### src/rtl/salc_pkg.sv
package salc_pkg;

  // cache geometry
  localparam int LINE_SIZE  = 64;
  localparam int NUM_SETS   = 32;
  localparam int NUM_WAYS   = 4;
  localparam int ADDR_W     = 32;
  localparam int CNT_W      = 32;

  // derived widths
  localparam int OFF_W = $clog2(LINE_SIZE);
  localparam int SET_W = (NUM_SETS > 1) ? $clog2(NUM_SETS) : 1;
  localparam int TAG_W = ADDR_W - OFF_W - ((NUM_SETS > 1) ? $clog2(NUM_SETS) : 0);
  localparam int WAY_W = (NUM_WAYS > 1) ? $clog2(NUM_WAYS) : 1;
  localparam int AGE_W = WAY_W;

  // one set: tag and age rank (0 = most recently used) per way
  typedef struct packed {
    logic [NUM_WAYS-1:0][TAG_W-1:0] tags;
    logic [NUM_WAYS-1:0][AGE_W-1:0] ages;
  } row_t;

  // controller states
  typedef enum logic [0:0] {
    S_IDLE,
    S_LOOKUP
  } state_t;

  // controller to datapath
  typedef struct packed {
    logic capture;
    logic commit;
  } cmd_t;

  // datapath to controller
  typedef struct packed {
    logic out_busy;
  } status_t;

endpackage

### src/rtl/set_assoc_lru_cache_miss_counter.sv
// channel | signals                          | direction | word
// in      | in_valid, in_ready, byte_address | in        | one byte address
// out     | out_valid, out_ready, hit,       | out       | one lookup result
//         | evicted, miss_total              |           |
//
// For each address the set row is read from the set memory at capture,
// then tags are compared, LRU ranks updated and the row written back.
// The result sits in an output register; a new address is taken while it waits,
// and the write-back stalls only if the previous result is still not taken.
// Reset clears state, valid flags and the miss counter at once; no sweep.
module set_assoc_lru_cache_miss_counter (
  input  logic                        clk,
  input  logic                        rst,
  input  logic                        in_valid,
  output logic                        in_ready,
  input  logic [salc_pkg::ADDR_W-1:0] byte_address,
  output logic                        out_valid,
  input  logic                        out_ready,
  output logic                        hit,
  output logic                        evicted,
  output logic [salc_pkg::CNT_W-1:0]  miss_total
);
  import salc_pkg::*;

  cmd_t    cmd;
  status_t status;

  // sequencing
  salc_ctrl u_ctrl (
    .clk      (clk),
    .rst      (rst),
    .in_valid (in_valid),
    .in_ready (in_ready),
    .status   (status),
    .cmd      (cmd)
  );

  // tag store, lru ranks and counter
  salc_dp u_dp (
    .clk          (clk),
    .rst          (rst),
    .cmd          (cmd),
    .status       (status),
    .byte_address (byte_address),
    .out_valid    (out_valid),
    .out_ready    (out_ready),
    .hit          (hit),
    .evicted      (evicted),
    .miss_total   (miss_total)
  );

endmodule

### src/rtl/salc_ctrl.sv
module salc_ctrl (
  input  logic              clk,
  input  logic              rst,
  input  logic              in_valid,
  output logic              in_ready,
  input  salc_pkg::status_t status,
  output salc_pkg::cmd_t    cmd
);
  import salc_pkg::*;

  state_t state;
  state_t state_next;

  // state register
  always_ff @(posedge clk) begin
    if (rst) begin
      state <= S_IDLE;
    end else begin
      state <= state_next;
    end
  end

  // next state and commands
  always_comb begin
    state_next  = state;
    in_ready    = 1'b0;
    cmd.capture = 1'b0;
    cmd.commit  = 1'b0;
    case (state)
      S_IDLE: begin
        in_ready = 1'b1;
        if (in_valid) begin
          cmd.capture = 1'b1;
          state_next  = S_LOOKUP;
        end
      end
      S_LOOKUP: begin
        // wait for the result register to free up
        if (!status.out_busy) begin
          cmd.commit = 1'b1;
          state_next = S_IDLE;
        end
      end
      default: begin
        state_next = S_IDLE;
      end
    endcase
  end

endmodule

### src/rtl/salc_dp.sv
module salc_dp (
  input  logic                        clk,
  input  logic                        rst,
  input  salc_pkg::cmd_t              cmd,
  output salc_pkg::status_t           status,
  input  logic [salc_pkg::ADDR_W-1:0] byte_address,
  output logic                        out_valid,
  input  logic                        out_ready,
  output logic                        hit,
  output logic                        evicted,
  output logic [salc_pkg::CNT_W-1:0]  miss_total
);
  import salc_pkg::*;

  // set storage and valid flags
  row_t                mem [NUM_SETS];
  logic [NUM_WAYS-1:0] valid_q [NUM_SETS];

  // captured word
  logic [SET_W-1:0] set_q;
  logic [TAG_W-1:0] tag_q;
  row_t             rd_row;
  logic [SET_W-1:0] set_in;

  // result registers
  logic             out_valid_q;
  logic             hit_q;
  logic             evicted_q;
  logic [CNT_W-1:0] miss_cnt;

  // lookup results
  logic [NUM_WAYS-1:0] way_valid;
  logic                hit_any;
  logic [WAY_W-1:0]    hit_way;
  logic                empty_any;
  logic [WAY_W-1:0]    empty_way;
  logic                vic_found;
  logic [WAY_W-1:0]    vic_way;
  logic [AGE_W-1:0]    vic_age;
  logic [WAY_W-1:0]    tgt_way;
  logic [AGE_W:0]      old_age;
  row_t                new_row;

  if (NUM_SETS > 1) begin : g_set
    assign set_in = byte_address[OFF_W +: SET_W];
  end else begin : g_noset
    assign set_in = '0;
  end

  // capture address fields and read the set row
  always_ff @(posedge clk) begin
    if (cmd.capture) begin
      set_q  <= set_in;
      tag_q  <= byte_address[ADDR_W-1 -: TAG_W];
      rd_row <= mem[set_in];
    end
  end

  // write back the updated row
  always_ff @(posedge clk) begin
    if (cmd.commit) begin
      mem[set_q] <= new_row;
    end
  end

  // valid flags, cleared on reset
  always_ff @(posedge clk) begin
    if (rst) begin
      for (int s = 0; s < NUM_SETS; s++) begin
        valid_q[s] <= '0;
      end
    end else if (cmd.commit && !hit_any) begin
      valid_q[set_q][tgt_way] <= 1'b1;
    end
  end

  assign way_valid = valid_q[set_q];

  // tag compare, first empty way and oldest valid way
  always_comb begin
    hit_any   = 1'b0;
    hit_way   = '0;
    empty_any = 1'b0;
    empty_way = '0;
    vic_found = 1'b0;
    vic_way   = '0;
    vic_age   = '0;
    for (int w = 0; w < NUM_WAYS; w++) begin
      if (way_valid[w] && (rd_row.tags[w] == tag_q) && !hit_any) begin
        hit_any = 1'b1;
        hit_way = WAY_W'(w);
      end
      if (!way_valid[w]) begin
        if (!empty_any) begin
          empty_any = 1'b1;
          empty_way = WAY_W'(w);
        end
      end else if (!vic_found || (rd_row.ages[w] > vic_age)) begin
        vic_found = 1'b1;
        vic_age   = rd_row.ages[w];
        vic_way   = WAY_W'(w);
      end
    end
  end

  // pick the way to promote and its previous rank
  always_comb begin
    if (hit_any) begin
      tgt_way = hit_way;
      old_age = {1'b0, rd_row.ages[hit_way]};
    end else if (empty_any) begin
      tgt_way = empty_way;
      old_age = (AGE_W + 1)'(NUM_WAYS);
    end else begin
      tgt_way = vic_way;
      old_age = {1'b0, vic_age};
    end
  end

  // age the younger lines, make the target most recent, write the tag on a miss
  always_comb begin
    new_row = rd_row;
    for (int w = 0; w < NUM_WAYS; w++) begin
      if (WAY_W'(w) == tgt_way) begin
        new_row.ages[w] = '0;
      end else if (way_valid[w] && ({1'b0, rd_row.ages[w]} < old_age)) begin
        new_row.ages[w] = rd_row.ages[w] + AGE_W'(1);
      end
    end
    if (!hit_any) begin
      new_row.tags[tgt_way] = tag_q;
    end
  end

  // result word and saturating miss counter
  always_ff @(posedge clk) begin
    if (rst) begin
      out_valid_q <= 1'b0;
      miss_cnt    <= '0;
    end else begin
      if (cmd.commit) begin
        out_valid_q <= 1'b1;
        if (!hit_any && (miss_cnt != {CNT_W{1'b1}})) begin
          miss_cnt <= miss_cnt + CNT_W'(1);
        end
      end else if (out_ready) begin
        out_valid_q <= 1'b0;
      end
    end
  end

  always_ff @(posedge clk) begin
    if (cmd.commit) begin
      hit_q     <= hit_any;
      evicted_q <= !hit_any && !empty_any;
    end
  end

  assign status.out_busy = out_valid_q && !out_ready;
  assign out_valid       = out_valid_q;
  assign hit             = hit_q;
  assign evicted         = evicted_q;
  assign miss_total      = miss_cnt;

endmodule

### config.mk
export PLATFORM = sky130hd
export DESIGN_NAME = set_assoc_lru_cache_miss_counter
export DESIGN_NICKNAME = d
export VERILOG_FILES = /design/src/rtl/salc_pkg.sv /design/src/rtl/set_assoc_lru_cache_miss_counter.sv /design/src/rtl/salc_ctrl.sv /design/src/rtl/salc_dp.sv
export SDC_FILE = /design/constraint.sdc
export NUM_CORES = 2
export LEC_CHECK = 0
export BUFFER_PORTS_ARGS = -buffer_cell sky130_fd_sc_hd__clkbuf_2
export CORE_ASPECT_RATIO = 2
export CORE_MARGIN = 2
export CORE_UTILIZATION = 60
export CTS_BUF_LIST = sky130_fd_sc_hd__clkbuf_8
export DETAILED_ROUTE_END_ITERATION = 7
export GPL_ROUTABILITY_DRIVEN = 0
export GPL_TIMING_DRIVEN = 0
export HOLD_SLACK_MARGIN = 0.15
export PLACE_DENSITY = 0.76
export SLEW_MARGIN = 0
export SYNTH_ARGS = -nofsm -noshare
export SYNTH_HDL_FRONTEND = slang
export SYNTH_SLANG_ARGS = --single-unit
### constraint.sdc
create_clock -name clk -period 20.6 [get_ports clk]
set_input_delay 4.12 -clock clk [delete_from_list [all_inputs] [get_ports clk]]
set_output_delay 4.12 -clock clk [all_outputs]
set_load 0.02 [all_outputs]
==> results_tabular.tex <==
\begin{tabular}{lr}
\hline
Metric & Value \\
\hline
\multicolumn{2}{l}{\textbf{Run status}} \\
Outcome & complete, but fails checks \\
Failing checks & capacitance limit, slew limit \\
\multicolumn{2}{l}{\textbf{STA}} \\
Worst hold slack after final layout & 0.4696 ns \\
Final setup viols & 0 \\
Final worst clock skew & $\sim$0.066 ns \\
Final critical-path share of the clock period & 0.4449 \\
Upper clock frequency limit & between 100 and 150 MHz \\
Fin. max-slew vios & 58 \\
Final setup margin & between 10 and 15 ns \\
Worst-Margin Slew & between 1.5 and 2 ns \\
Final hold viol count & 0 \\
RSZ-0062 raised after global routing & no \\
Final sum of negative setup slack & 0 ns \\
Tightest slew margin relative to the limit & -0.09450 \\
Final Critical Period & between 9 and 10 ns \\
\multicolumn{2}{l}{\textbf{Power}} \\
Power density over cell area & roughly 90 nW/um2 \\
Worst VDD drop & 0.00006120 V \\
Static leakage & between 40 and 50 nW \\
Total chip power & roughly 0.013 W \\
\multicolumn{2}{l}{\textbf{Synthesis}} \\
Cells after synthesis & 5388 \\
Dominant cell by count in the synthesized netlist & edfxtp\_1 \\
Net count of the mapped netlist & between 5000 and 6000 \\
Post-synthesis instance area & about 120000 um2 \\
Post-synth EDFFs & 3064 \\
Asr flop ratio synth & 0 \\
Main area contributors after synthesis & edfxtp\_1 74\%, mux4\_2 17\%, dfxtp\_1 2.7\%, mux2\_2 1.3\%, o22ai\_1 0.70\% \\
Total of warnings raised by yosys & 0 \\
Commonest cells in the synthesized netlist & 3064 x edfxtp\_1, 945 x mux4\_2, 188 x clkbuf\_1, 167 x dfxtp\_1, 149 x mux2\_2 \\
\#FFs+latches synth & 3231 \\
Most area-hungry cell type in the Yosys netlist & edfxtp\_1 \\
Proportion of netlist area held by the largest area contributor & 0.7395 \\
Sequential-to-total area share from yosys stat & 0.7663 \\
Mean instance size in the synthesized netlist & 23.09 um2 \\
Ys flop type & edfxtp\_1 \\
Count of unique library cells instantiated by Yosys & 66 \\
\multicolumn{2}{l}{\textbf{Floorplanning}} \\
Initial Util & 0.6028 \\
Count of standard-cell rows & between 200 and 250 \\
Overall die area & about 210000 um2 \\
Die Span Y & 648.0 um \\
I/O pin count & 72 \\
Chip width & 326 um \\
Standard cell core area & slightly above 200000 um2 \\
\multicolumn{2}{l}{\textbf{Place}} \\
Detailed Place HPWL & 225.6 mm \\
Placed Cells & approximately 8400 \\
Post-placement setup slack & 11.97 ns \\
Count of buffers inserted at the top-level ports & between 60 and 70 \\
\multicolumn{2}{l}{\textbf{Detailed routing}} \\
Residual DRC count & 0 \\
Number of nets still failing antenna checks after routing & 0 \\
Routed WL per cell & $\sim$38 um \\
First-pass iteration count of the detailed router & 6 \\
Violation count after the first detailed-route iteration & about 9300 \\
Overall via count from detail\_route & 63601 \\
Final wirelength & around 340 mm \\
Routed via count divided by cell count & 6.959 \\
\multicolumn{2}{l}{\textbf{Setup path}} \\
Setup Crit Path Kind & flop to flop \\
Most common cell on crit path & nand2\_1 \\
R2R depth & 30 \\
Slowest cell delay on critical path & a little over 0.7 ns \\
Endpoint type of the worst setup path & flop \\
Endpoint of the worst setup timing path & u\_dp.mem[29][49] \\
WP data arrival & approximately 10 ns \\
Crit path required time & approximately 21 ns \\
Worst reg2reg path endpoint & u\_dp.mem[29][49] \\
Maximum net fanout on the critical path & 32 \\
Kind of start point of the critical path & flop \\
R2R setup slack & 11.43 ns \\
CP max-delay cell & mux2\_1 \\
\multicolumn{2}{l}{\textbf{Cells and area}} \\
Filler Cell Count & roughly 12000 \\
Filler-free cell count of the finished design & between 9000 and 10000 \\
Total number of nets in the final design & between 6000 and 7000 \\
Signed area change from the synthesized netlist to the final layout & 12.81\% \\
Share of post-route cells with drive strength above 1 & 0.3121 \\
\multicolumn{2}{l}{\textbf{Global routing}} \\
First-pass GRT wire length & 480.7 mm \\
Vias in the first global route & 64942 \\
Leftover overflow at the end of global routing & 0 \\
Maximum number of pins on one net before global-route repair & 65 \\
Antenna violations before repair & 16 \\
GRT Util Overall & 0.3285 \\
\multicolumn{2}{l}{\textbf{Clocking}} \\
Clock sink count & 3231 \\
Insertion delay of the later-clocked pin in the worst-skew pair & 1.02 ns \\
Library cell used as clock root buffer & clkbuf\_8 \\
Postcts setup bufs & 0 \\
CTS Buf Count & roughly 420 \\
Cells resized by post-CTS repair & 0 \\
Clock-pin slew of the registers on the worst-case setup and hold paths & around 0.070 ns \\
Largest buffer count on any clock path & 4 \\
Hold-fix buffers, CTS & 0 \\
Clock tree from TritonCTS & done \\
Maximum level of the CTS H-tree & 5 \\
\multicolumn{2}{l}{\textbf{Hold path}} \\
Class of the tightest hold or removal check & flop to flop \\
\multicolumn{2}{l}{\textbf{Job}} \\
\# Max-Cap Violations & 7 \\
\hline
\end{tabular}
[where the power goes]
part | internal [W] | leakage, nW | switching [W]
combinational | 0.000288 | 10.3 | 0.000525
clock | 0.00229 | 4.52 | 0.00236
sequential | 0.00732 | 29.0 | 0.0000283
[sequential cells by signal, summed over array words and instances, names as in the netlist, named ones only]
| register | count |
|---|---|
| u_dp.hit | 1 |
| u_dp.tag_q | 21 |
| u_dp.mem | 2944 |
| u_ctrl.state | 1 |
| u_dp.set_q | 5 |
| u_dp.out_valid | 1 |
| u_dp.miss_total | 32 |
| u_dp.rd_row | 92 |
| u_dp.evicted | 1 |
| u_dp.valid_q | 128 |
[layout make-up]
type	instances	area (um2)	share of cell area
diodes	8	20.02	0.0001426
plain buffers	297	1190	0.008477
clock buffers	426	5863	0.04177
clock inverters	338	2232	0.01590
inverters	146	553.0	0.003940
multi-input cells	1714	27710	0.1974
flip-flops and latches	3231	95350	0.6793
well taps	2737	3425	0.02440
repair buffers	243	4021	0.02865
[layer usage]
| layer | vias to the layer above | GRT usage | wire (um) |
|---|---|---|---|
| met2 | 5134 | 0.5610 | 177000 |
| met1 | 33044 | 0.3817 | 104900 |
| met3 | 1217 | 0.05674 | 34660 |
| met5 | - | 0.0002313 | 64 |
| li1 | 24196 | - | - |
| met4 | 10 | 0.2239 | 27850 |
[cells in the final DEF, fill, tap and decap left out, types with 45 or more instances in the layout]
cell / count
dfxtp_1: 167
clkbuf_2: 86
edfxtp_1: 3064
xnor2_1: 65
clkinv_1: 105
clkbuf_8: 426
xor2_1: 45
buf_1: 92
inv_1: 245
o22ai_1: 139
mux4_2: 945
clkbuf_1: 168
mux2_2: 149
buf_12: 144
nand2_1: 69
clkinv_2: 79
[per-stage QoR]
step                      utilization  instance area [um2]
after floorplan                     -               124400
after global placement         0.6210               128200
after detailed placement       0.6406               132200
after CTS                      0.6798               140300
after global routing           0.6800               140300
final                          0.6800               140400
[critical path, delay by kind of cell, from the launching register on]
family	cells	cell delay, ns
flops	1	0.56
compound gates	7	1.77
simple gates	9	1.81
buf+inv	6	1.47
mux	5	2.33
fa+ha+maj	3	0.79
[cells by family (layout without fill, tap and decap cells)]
family | after synthesis | after routing | synth area share
compound gates | 192 | 192 | 0.009976
xor+xnor | 110 | 110 | 0.007743
fa+ha+maj | 7 | 7 | 0.0007039
buf+inv | 443 | 1450 | 0.01375
flops | 3231 | 3231 | 0.7663
mux | 1146 | 1146 | 0.1906
other cells | 0 | 8 | 0
simple gates | 259 | 259 | 0.01086
[worst min-delay path by stage]
stage                         from                  end  slack (ns)  cells past startpoint
3_5_place_dp   u_dp.valid_q[24][1]  u_dp.valid_q[24][1]        0.46                      2
2_1_floorplan  u_dp.valid_q[10][0]  u_dp.valid_q[10][0]        0.45                      2
5_1_grt        u_dp.valid_q[24][3]  u_dp.valid_q[24][3]        0.49                      2
4_1_cts        u_dp.valid_q[24][1]  u_dp.valid_q[24][1]        0.47                      2
3_3_place_gp   u_dp.valid_q[27][3]  u_dp.valid_q[27][3]        0.46                      2
6_report       u_dp.valid_q[13][0]  u_dp.valid_q[13][0]        0.47                      2
Note: power is estimated with default switching activity, not from simulation.
